`config.mk`:
```
export PLATFORM = sky130hd
export DESIGN_NAME = brg_cell
export DESIGN_NICKNAME = d
export VERILOG_FILES = /design/src/rtl/brg_pkg.sv /design/src/rtl/brg_cell.sv
export SDC_FILE = /design/constraint.sdc
export NUM_CORES = 1
export LEC_CHECK = 0
export ABC_AREA = 1
export BUFFER_PORTS_ARGS = -buffer_cell sky130_fd_sc_hd__buf_2
export CORE_AREA = 8 8 257 259
export CTS_BUF_LIST = sky130_fd_sc_hd__clkbuf_4
export CTS_CLUSTER_SIZE = 20
export DETAILED_ROUTE_END_ITERATION = 12
export DIE_AREA = 0 0 265 267
export PLACE_DENSITY = 0.46
export SYNTH_ARGS = -nofsm -noshare
export SYNTH_HDL_FRONTEND = slang
export SYNTH_SLANG_ARGS = --single-unit
```
`constraint.sdc`:
```
create_clock -name i_clk -period 5.2 [get_ports i_clk]
set_input_delay 1.04 -clock i_clk [delete_from_list [all_inputs] [get_ports i_clk]]
set_output_delay 1.04 -clock i_clk [all_outputs]
set_load 0.05 [all_outputs]
```
`src/rtl/brg_pkg.sv`:
```
// Shared types, constants and the arctangent table for the bearing block.
// Depends on nothing; every other file imports it.
`default_nettype none

package brg_pkg;

    // Sizing of the datapath
    localparam int COORD_WIDTH     = 16;
    localparam int ANGLE_FRAC_BITS = 7;
    localparam int CORDIC_STAGES   = 16;

    localparam int BEARING_W   = 16;
    localparam int GUARD       = 20;
    localparam int ZFRAC       = 24;
    // Sign bit plus headroom for the diagonal magnitude times the CORDIC gain
    localparam int XW          = COORD_WIDTH + GUARD + 3;
    localparam int ZW          = 32;
    localparam int FW          = 36;
    localparam int IDX_W       = (CORDIC_STAGES > 1) ? $clog2(CORDIC_STAGES) : 1;
    localparam int TAB_IDX_W   = 5;
    localparam int ROUND_SHIFT = ZFRAC - ANGLE_FRAC_BITS;

    // Angle constants in the accumulator format
    localparam logic signed [ZW-1:0] DEG90_Z     = ZW'(90) << ZFRAC;
    localparam logic [FW-1:0]        DEG180_F    = FW'(180) << ZFRAC;
    localparam logic [FW-1:0]        DEG360_F    = FW'(360) << ZFRAC;
    localparam logic [FW-1:0]        ROUND_HALF  = FW'(1) << (ROUND_SHIFT - 1);
    localparam logic [FW-1:0]        FULL_CIRCLE = FW'(360) << ANGLE_FRAC_BITS;

    // Quadrant rule codes
    localparam logic [1:0] Q_PLAIN     = 2'd0;
    localparam logic [1:0] Q_180_MINUS = 2'd1;
    localparam logic [1:0] Q_180_PLUS  = 2'd2;
    localparam logic [1:0] Q_360_MINUS = 2'd3;

    // Source of the first-quadrant angle
    localparam logic [1:0] A_CORDIC = 2'd0;
    localparam logic [1:0] A_ZERO   = 2'd1;
    localparam logic [1:0] A_NINETY = 2'd2;

    typedef struct packed {
        logic [1:0] quad;
        logic [1:0] asel;
    } t_side;

    typedef struct packed {
        logic                 valid;
        logic signed [XW-1:0] x;
        logic signed [XW-1:0] y;
        logic signed [ZW-1:0] z;
        t_side                side;
    } t_cordic;

    // atan(2^-i) in degrees, 24 fraction bits, rounded to nearest
    function automatic logic signed [ZW-1:0] atan_deg(input logic [TAB_IDX_W-1:0] idx);
        logic signed [ZW-1:0] v;
        case (idx)
            5'd0:  v = ZW'(754974720);
            5'd1:  v = ZW'(445687602);
            5'd2:  v = ZW'(235489088);
            5'd3:  v = ZW'(119537938);
            5'd4:  v = ZW'(60000934);
            5'd5:  v = ZW'(30029717);
            5'd6:  v = ZW'(15018523);
            5'd7:  v = ZW'(7509720);
            5'd8:  v = ZW'(3754917);
            5'd9:  v = ZW'(1877466);
            5'd10: v = ZW'(938734);
            5'd11: v = ZW'(469367);
            5'd12: v = ZW'(234684);
            5'd13: v = ZW'(117342);
            5'd14: v = ZW'(58671);
            5'd15: v = ZW'(29335);
            5'd16: v = ZW'(14668);
            5'd17: v = ZW'(7334);
            5'd18: v = ZW'(3667);
            5'd19: v = ZW'(1833);
            5'd20: v = ZW'(917);
            5'd21: v = ZW'(458);
            5'd22: v = ZW'(229);
            5'd23: v = ZW'(115);
            5'd24: v = ZW'(57);
            5'd25: v = ZW'(29);
            5'd26: v = ZW'(14);
            5'd27: v = ZW'(7);
            5'd28: v = ZW'(4);
            5'd29: v = ZW'(2);
            5'd30: v = ZW'(1);
            default: v = '0;
        endcase
        return v;
    endfunction

endpackage

`default_nettype wire

```
`src/rtl/brg_cell.sv`:
```
// One vectoring CORDIC rotation cell; the chain is built from identical copies.
// Depends on brg_pkg for the stage bundle and the arctangent table.
`default_nettype none

module brg_cell import brg_pkg::*; (
    input  logic             i_clk,
    input  logic             i_rst_n,
    input  logic             i_en,
    input  logic [IDX_W-1:0] i_index,
    input  t_cordic          i_prev,
    output t_cordic          o_next
);

    logic signed [XW-1:0] w_xs;
    logic signed [XW-1:0] w_ys;
    logic signed [ZW-1:0] w_step;
    t_cordic              n_stage;
    t_cordic              r_stage;

    assign w_xs   = i_prev.x >>> i_index;
    assign w_ys   = i_prev.y >>> i_index;
    assign w_step = atan_deg(TAB_IDX_W'(i_index));

    // Rotate toward the x axis, accumulating the angle
    always_comb begin
        n_stage = i_prev;
        if (i_prev.y >= 0) begin
            n_stage.x = i_prev.x + w_ys;
            n_stage.y = i_prev.y - w_xs;
            n_stage.z = i_prev.z + w_step;
        end else begin
            n_stage.x = i_prev.x - w_ys;
            n_stage.y = i_prev.y + w_xs;
            n_stage.z = i_prev.z - w_step;
        end
    end

    always_ff @(posedge i_clk) begin
        if (!i_rst_n) begin
            r_stage.valid <= 1'b0;
        end else if (i_en) begin
            r_stage <= n_stage;
        end
    end

    assign o_next = r_stage;

endmodule

`default_nettype wire

```
Word level (Yosys, flattened, before mapping)
Memory sizes are Yosys's and may differ from the RTL's.
Index checks and enable logic that the tools add are counted.
- add/sub/neg operators: 6
- $lt $le $gt $ge: 1
- shift-type cells: 2
- muxes and demuxes: 1
- reduce and logical (&&, ||, !) cells: 1
- operator list (operator ; number):
    $mux W110 ; 1
    $add A39 B39 Y39 ; 2
    $sshr A39 B4 Y39 ; 2
    $sub A39 B39 Y39 ; 2
    $ge A39 B1 Y1 const B ; 1
    $add A32 B32 Y32 ; 1
    $sub A32 B32 Y32 ; 1
    $reduce_and A2 Y1 ; 1
- flip-flop bits (word level): 115
- memory bits (read-only): 480
- input bits: 122
- output and inout bits: 115
- word-level logic and storage cells: 18
- memories: 1
- memories (memory ; words ; width ; rd ports ; clocked after memory_dff ; write ports ; line ; text):
    (no name shown) ; 16 ; 30 ; 1 ; 0 ; 0 ; brg_pkg.sv:57 ; case (idx)

Longest topological paths before layout
Gate-level depths: netlist of run 1.
- depth in word-level cells: 3
- depth in mapped cells: 34
- depth with buffers taken out: 31

Least setup slack after synthesis of run 1
OpenSTA, ideal clock, no wires.
- path type: input port to flip-flop
- from: in i_index[1]
- to: reg r_stage (netlist bit o_next[27]), data pin
- setup time: 0.259 ns
- data arrival time: 4.568 ns
- required time: 4.941 ns
- slack: 0.373 ns
- cell stages on the path: 28
- path buffers: 3
- path through: buf_4 inv_4 buf_6 buf_4 ha_1 o21ai_0 nand2_1 nand2_1 o21ai_0 clkinv_1 ha_1 inv_1 nor3_1 inv_1 nor3_1 nor2_1 xnor2_1 ha_1 nand2_1 inv_1 a21oi_1 nand2_1 a21oi_1 o21ai_0 nand2_1 nand2_1 a21oi_1 xnor2_1
- RTL lines (element ; line ; text):
    from (decl) ; brg_cell.sv:9 ; input logic [IDX_W-1:0] i_index,
    to (signal assigned) ; brg_cell.sv:42 ; r_stage <= n_stage;
    to (decl) ; brg_cell.sv:18 ; t_cordic r_stage;

==> summary by stage, run 1 <==
Outcome
The run finished with clean final reports.

Timing
The transition time at the pin with the least slew margin is 0.683 ns. The number of max-slew violations in the final report is 0. The remaining max-slew budget at the tightest pin is 0.545. In the finished design, the share of the clock period the worst path needs comes to 0.927. The post-route clock skew is 0 ns.

The number of endpoints with negative hold slack in the final report is 0. Setup repair after global routing left no endpoint under its margin. The final critical delay including setup and external delays is approximately 4.8 ns.

Static timing analysis puts the maximum clock frequency at 207 MHz. Setup violations remaining at the end of the flow were counted as 0.

GRT
The pin count of the biggest net entering global routing is 75. Global routing finished with a remaining overflow of 0. The number of global-route vias before repair is 19.9k. The initial antenna violation count is 4.

Across every metal layer, demand over resource in global routing totals 0.207. The first global-routing pass estimated 115 mm of wire.

Layout
In the final layout, the multi-input gates occupy between 10000 and 15000 µm². The flip-flop and latch area is around 3400 µm². The final cell count without fillers is 4113. The flip-flop count of the largest register, all copies and words added is 115. Relative to the synthesized area, the layout overhead comes to 29.8%. The number of nets in the layout is between 3k and 4k.

Fill cells in the final layout number 6934. In the final layout, the share of cells above drive strength 1 is 0.227.

Setup path
STA classifies the critical path endpoint as a register. The type of origin of the critical path is an input pin. The worst-path maximum fanout is 17.

The cell family contributing the most delay on the critical path is simple AND/OR/NAND/NOR gates. By instance count, the cell type seen most on the critical path is nand2_1. The maximum single-stage delay on the critical path is ~0.48 ns. The data arrival time of the worst path is 5.33 ns. Among all stages on the critical path, the largest delay is contributed by nor4_2. The classification of the worst setup path is in -> reg. The number of buffers and inverters on the critical path is 6.

The data required time at the worst endpoint is 5.71 ns. The setup check on the worst reg-to-reg path leaves a slack of 4.57 ns.

Clock network
The number of setup buffers added after CTS is 0. The H-tree depth is 4. The number of clock sinks is 115.

The clock tree from TritonCTS is yes. The cell sitting at the root of the clock tree is a clkbuf_4. The clock reaches the later pin of the worst-skew pair after 0.66 ns. The clock passes through at most 2 buffers. The CTS clock-pin slew for the worst setup and hold paths is 0.13 ns. The CTS buffer count is 17.

Yosys
The share of the Yosys chip area taken by registers is 0.201. The Yosys step of the flow raised 0 warnings. The number of flip-flops and latches in the synthesized netlist is 115. The number of nets in the synthesized netlist is 2980.

The dominant register cell in the synthesized netlist is edfxtp_1. The mean instance size in the synthesized netlist is 6.25 µm². The synthesized design spends more area on one cell type than any other, namely edfxtp_1. By area the synthesized netlist is led by edfxtp_1 20%, nand2_1 18%, nand3_1 12%. The commonest cells after synthesis are 810 x nand2_1, 413 x nand3_1, 251 x inv_1. The fraction of registers with async set or reset after synthesis is 0. The count of flip-flops with a built-in enable after synthesis is about 110. The netlist uses 52 different library cells. The most repeated cell in the gate-level netlist after synthesis is nand2_1. Of the post-synthesis cell area, the dominant cell type holds 0.200. The cell count after synthesis is 2736. The post-synthesis cell area is approximately 17000 µm².

Placement
The cell total after placement is 4077. The count of input and output buffers is 236. The congestion estimate from routability-driven global placement came to around 0.94.

The HPWL after detailed placement is 63.9 mm.

Die
During I/O placement, the number of pins put on the boundary was 237. The floorplan has 92 rows. The core footprint is 62200 µm².

The die area is just over 70000 µm². Measured along the y axis, the die boundary spans approximately 270 µm. The starting density of the core is 0.275. The chip width is 265 µm.

Pwr
The maximum vdd ir drop is between 0.1 and 0.15 mV. The leakage power summed over all cells is about 11 nW. The total power divided by cell area is about 270 nW/µm². The overall power of the completed layout is 0.00599 W.

Detailed routing
The residual DRC count is 0. The number of antenna-violating nets in the routed design is 0. For this block, the routed nets add up to 74.2 mm of wire. Across all layers, the routed design uses 20.3k vias. The number of violations reported at the end of detailed-routing iteration 0 is 1435. Dividing the detail-routed wire length by the instance count gives 18.0 µm.

The length of the first detailed-routing pass in iterations is 7. Using the TritonRoute via totals, the vias-per-cell ratio works out to a little under 5.

Run
Across the run, the number of max-cap violations was 0.

Min path
The type of the most critical hold path is in -> reg.
## metrics by stage
stage | setup TNS, ns | util | hold slack, ns | setup WS (ns) | cell area, µm²
final | 0 | 0.357 | 0.533 | 0.379 | 22200
after global routing | 0 | 0.357 | 0.433 | 0.0521 | 22200
after CTS | 0 | 0.357 | 0.388 | 0.343 | 22200
after detailed placement | -1.31 | 0.353 | 0.530 | -0.444 | 21900
after global placement | -0.745 | 0.353 | 0.520 | -0.359 | 21900
after floorplan | 0 | - | 0.753 | 0.373 | 17100
## final timing paths
kind,from,to,depth (start not counted)
worst max-delay path,i_index[0],o_next[70],28
worst min register to register,o_next[114],o_next[114],2
worst min-delay path,i_prev[0],o_next[0],1
worst max register to register,o_next[114],o_next[114],2
## final cells by class
type                       count  share of cell area
multi-input combinational   2272               0.550
tap                          799              0.0450
antenna                        4            0.000451
clock inverter                15             0.00502
sequential                   115               0.155
clock buffer                  17             0.00575
inverter                     264              0.0449
timing repair buffer         627               0.194
## metal layers
metal	up-vias	wire (µm)	global-route usage
met2	579	35000	0.356
met5	-	0	0
met4	0	2130	0.0681
li1	10301	-	-
met3	85	3350	0.0247
met1	9290	33700	0.266
## cell families (layout without fill, tap and decap cells)
group / after synthesis / count (layout) / share of synthesized area
AND/OR/NAND/NOR: 1598 / 1598 / 0.403
adder cells (fa/ha/maj): 122 / 122 / 0.0906
other: 0 / 4 / 0
XOR/XNOR: 178 / 178 / 0.0912
flip-flops: 115 / 115 / 0.201
AO/OA/AOI/OAI: 374 / 374 / 0.128
buffers and inverters: 349 / 923 / 0.0858
## timing repair
| action | 4_1_cts | 5_1_grt |
|---|---|---|
| gates resized for setup | 0 | 1 |
| setup endpoints to repair | 0 | 1 |
| hold buffers | 0 | 0 |
## cells in the final DEF (no fill, tap or decap), drive strengths merged, types with 2 or more instances in the layout
cell and n:
a211oi 2, nor2 266, o21bai 12, a21boi 6, fa 3, buf 627
nand2 829, a31oi 39, o211ai 11, clkinv 9, nand3 420, clkbuf 17
and3 7, nor3 26, diode 4, clkinvlp 4, nand4 26, xnor2 47
a21o 24, nand3b 8, a221oi 7, xor2 131, a21oi 143, o2111ai 3
inv 266, ha 119, or2 4, nor4 10, o21ai 120, edfxtp 114
o31ai 2
## where the power goes
part           internal [W]  switching (W)  total [W]
registers           0.00128      0.0000350    0.00132
clock network      0.000190       0.000437   0.000628
logic               0.00150        0.00255    0.00405
No activity file was read; power rests on OpenSTA's default activity.
==> run 2, diff against run 1 <==
--- a/config.mk
+++ b/config.mk
@@ -7,12 +7,12 @@
 export LEC_CHECK = 0
 export ABC_AREA = 1
 export BUFFER_PORTS_ARGS = -buffer_cell sky130_fd_sc_hd__buf_2
-export CORE_AREA = 8 8 257 259
+export CORE_AREA = 8 8 204 206
 export CTS_BUF_LIST = sky130_fd_sc_hd__clkbuf_4
 export CTS_CLUSTER_SIZE = 20
 export DETAILED_ROUTE_END_ITERATION = 12
-export DIE_AREA = 0 0 265 267
-export PLACE_DENSITY = 0.46
+export DIE_AREA = 0 0 212 214
+export PLACE_DENSITY = 0.67
 export SYNTH_ARGS = -nofsm -noshare
 export SYNTH_HDL_FRONTEND = slang
 export SYNTH_SLANG_ARGS = --single-unit
==> run 2 against run 1 <==
Design area decreased by 6.9%. Non-clock buffer count down 152. Critical path type unchanged. Clock skew unchanged.
==> summary by stage, run 2 (synthesis results as in run 1) <==
Outcome
The run finished with clean final reports.

Layout
The area overhead of the layout relative to synthesis is 20.8%. The post-route core utilization is 0.539 (+0.182). The flip-flop and latch area came to 3440 µm² (unchanged). The total of fill cells in the finished design is 3974 (-43%). Leaving out fill and tap cells, the most frequent cell in the layout is nand2_1. The flip-flop count of the largest register, all copies and words added is 115 (unchanged). The number of nets in the layout is 3389 (-4.3%). In the layout the commonest cells are 810 x nand2_1, 413 x nand3_1, 249 x inv_1.

The fraction of layout cells with a size suffix above 1 is 0.189 (-0.0375). The area taken by multi-input logic gates is 12200 µm² (about the same).

Timing
The peak clock frequency supported by timing is 201 MHz (-2.9%). The final critical delay including setup and external delays came to 4.97 ns (+0.145 ns). The transition time at the pin with the least slew margin came to 0.629 ns (-0.0540 ns). The remaining max-slew budget at the tightest pin was 0.581 (+0.0360).

The number of max-slew violations in the final report was 0 (unchanged). The post-route clock skew came to 0 ns (unchanged). The share of the clock period used by the worst path after layout is 0.955 (+0.0278).

The tightest hold margin is 0.548 ns (+0.0144 ns). Setup repair after global routing left no endpoint under its margin. The final count of negative-setup-slack endpoints is 0 (unchanged). The number of endpoints with negative hold slack in the final report was 0 (unchanged). The final sum of negative setup slack is 0 ns (unchanged).

Detailed routing
The sum of routed wire segments on met1 came to 29.6 mm (-12%). The length of the first detailed-routing pass in iterations is 6 (-1). The number of violations reported at the end of detailed-routing iteration 0 is 2068 (+44%).

Routed signal wires occupy layers up through met4. The per-cell via count in the routed design is 5.48 (+11%). The residual DRC count is 0 (unchanged). The average detailed-routed wire length per instance is 18.3 µm (+1.5%).

The met3 wirelength from detailed routing came to 4.42 mm (+32%). The wire length on met2 came to 31.4 mm (-10%). The total wire length after detailed routing is 67.4 mm (-9.2%). The number of antenna-violating nets in the routed design is 0 (unchanged). The via total after detailed routing came to 20.1k (-0.56%).

Die
The number of I/O pins is 237 (unchanged). The starting density of the core was 0.447 (+0.172). The core footprint is 38300 µm² (-38%). The die outline height was 214 µm (-20%). The chip width came to 212 µm (-20%). The number of cell rows is 72 (-22%). The die area is 45400 µm² (-36%).

GRT
The total grt overflow came to 0 (unchanged). The pin count of the biggest net entering global routing is 82 (+9.3%). The number of global-route vias before repair is 19.1k (-4.2%). The initial antenna violation count is 1 (-3).

The global-route wire length before repair was 104 mm (-9.2%). The global-route total usage across every layer is 0.289 (+0.0827).

Clock network
The number of buffers on the longest clock path is 2 (unchanged). Clock tree synthesis selected as its root buffer the cell clkbuf_4. The post-cts repair resize count is 0 (unchanged). The number of buffers inserted for hold repair after clock tree synthesis is 0 (unchanged). The CTS clock-pin slew for the worst setup and hold paths is 0.13 ns (about the same). The number of setup buffers added after CTS came to 0 (unchanged). The H-tree depth came to 4 (unchanged). The clock tree from TritonCTS is yes. The number of clock sinks is 115 (unchanged).

The CTS buffer count was 17 (unchanged). The latest clock arrival within the worst-skew pair is 0.66 ns (about the same).

Setup path
The data arrival time of the worst path is 5.40 ns (+0.07 ns). The endpoint class of the critical path is a register. The type of origin of the critical path is an input pin. The data required time at the worst endpoint is 5.64 ns (-0.07 ns). The worst-path maximum fanout is 51 (+34). By startpoint and endpoint, the worst setup path is classified as in -> reg.

Pwr
The leakage power summed over all cells is 10.4 nW (-6.7%). The maximum vdd ir drop is 0.193 mV (+72%). The total power divided by cell area is 277 nW/µm² (+2.4%).

Placement
The count of input and output buffers is 236 (unchanged). The HPWL after detailed placement is 57.1 mm (-11%). The placer's final routability congestion estimate is 1.00 (+6.9%).

Run
The number of max-capacitance violations reported came to 0 (unchanged).

Min path
The worst hold path belongs to the class in -> reg.
==> run 2: changes by cell type in the layout (fill, tap and decap cells not counted), sizes merged <==
cell      before  now
clkinv         9    6
clkbuf        17   19
inv          266  265
bufinv         0    1
diode          4    2
buf          627  475
clkinvlp       4    5
==> run 2: final timing paths <==
check	slack, ns	from	cells after the start	end
max reg2reg	4.57	o_next[114]	2	o_next[114]
max	0.23	i_index[1]	26	o_next[69]
min reg2reg	0.56	o_next[114]	2	o_next[114]
min	0.55	i_prev[3]	1	o_next[3]
==> run 2: cell type report <==
cell class	count	area share
multi-input combinational	2272	0.591
sequential	115	0.167
timing repair buffer	475	0.150
inverter	264	0.0482
tap	518	0.0314
clock buffer	19	0.00691
clock inverter	13	0.00539
antenna	2	0.000242
==> run 2: critical path, cell delays in order <==
cell	delay, ns
buf_2	0.18
inv_4	0.12
buf_12	0.25
nor2_2	0.13
a31oi_1	0.20
o211ai_1	0.13
nand2_1	0.16
ha_1	0.19
nand3_1	0.08
nor2_1	0.12
buf_4	0.13
nand3_1	0.12
nor2_4	0.24
nand2_1	0.10
nand2_2	0.14
nand2_1	0.08
nand3_1	0.08
nand2_1	0.06
ha_1	0.38
nand2_1	0.15
nor2_1	0.17
inv_1	0.11
nor4_2	0.41
o21ai_0	0.30
nand3_1	0.22
xor2_1	0.09
==> run 2: through the flow <==
stage | setup slack [ns] | instances | power, W | cell area [µm²]
after floorplan | 0.373 | 2736 | 0.00379 | 17100
after CTS | 0.322 | 3676 | 0.00570 | 20600
after global placement | -0.357 | 3644 | 0.00502 | 20400
after detailed placement | -0.382 | 3644 | 0.00503 | 20400
after global routing | 0.0310 | 3677 | 0.00609 | 20600
final | 0.234 | 3678 | 0.00571 | 20700
==> run 2: power by group <==
part | total, W | leakage, nW | internal, W | switching (W)
registers | 0.00132 | 1.08 | 0.00128 | 0.0000339
clock network | 0.000662 | 0.126 | 0.000244 | 0.000418
logic | 0.00373 | 9.19 | 0.00127 | 0.00246
==> run 2: layer usage <==
layer | vias to the layer above | GRT usage
met4 | 0 | 0.0943
met1 | 9226 | 0.380
li1 | 9999 | -
met5 | - | 0
met2 | 803 | 0.485
met3 | 113 | 0.0345
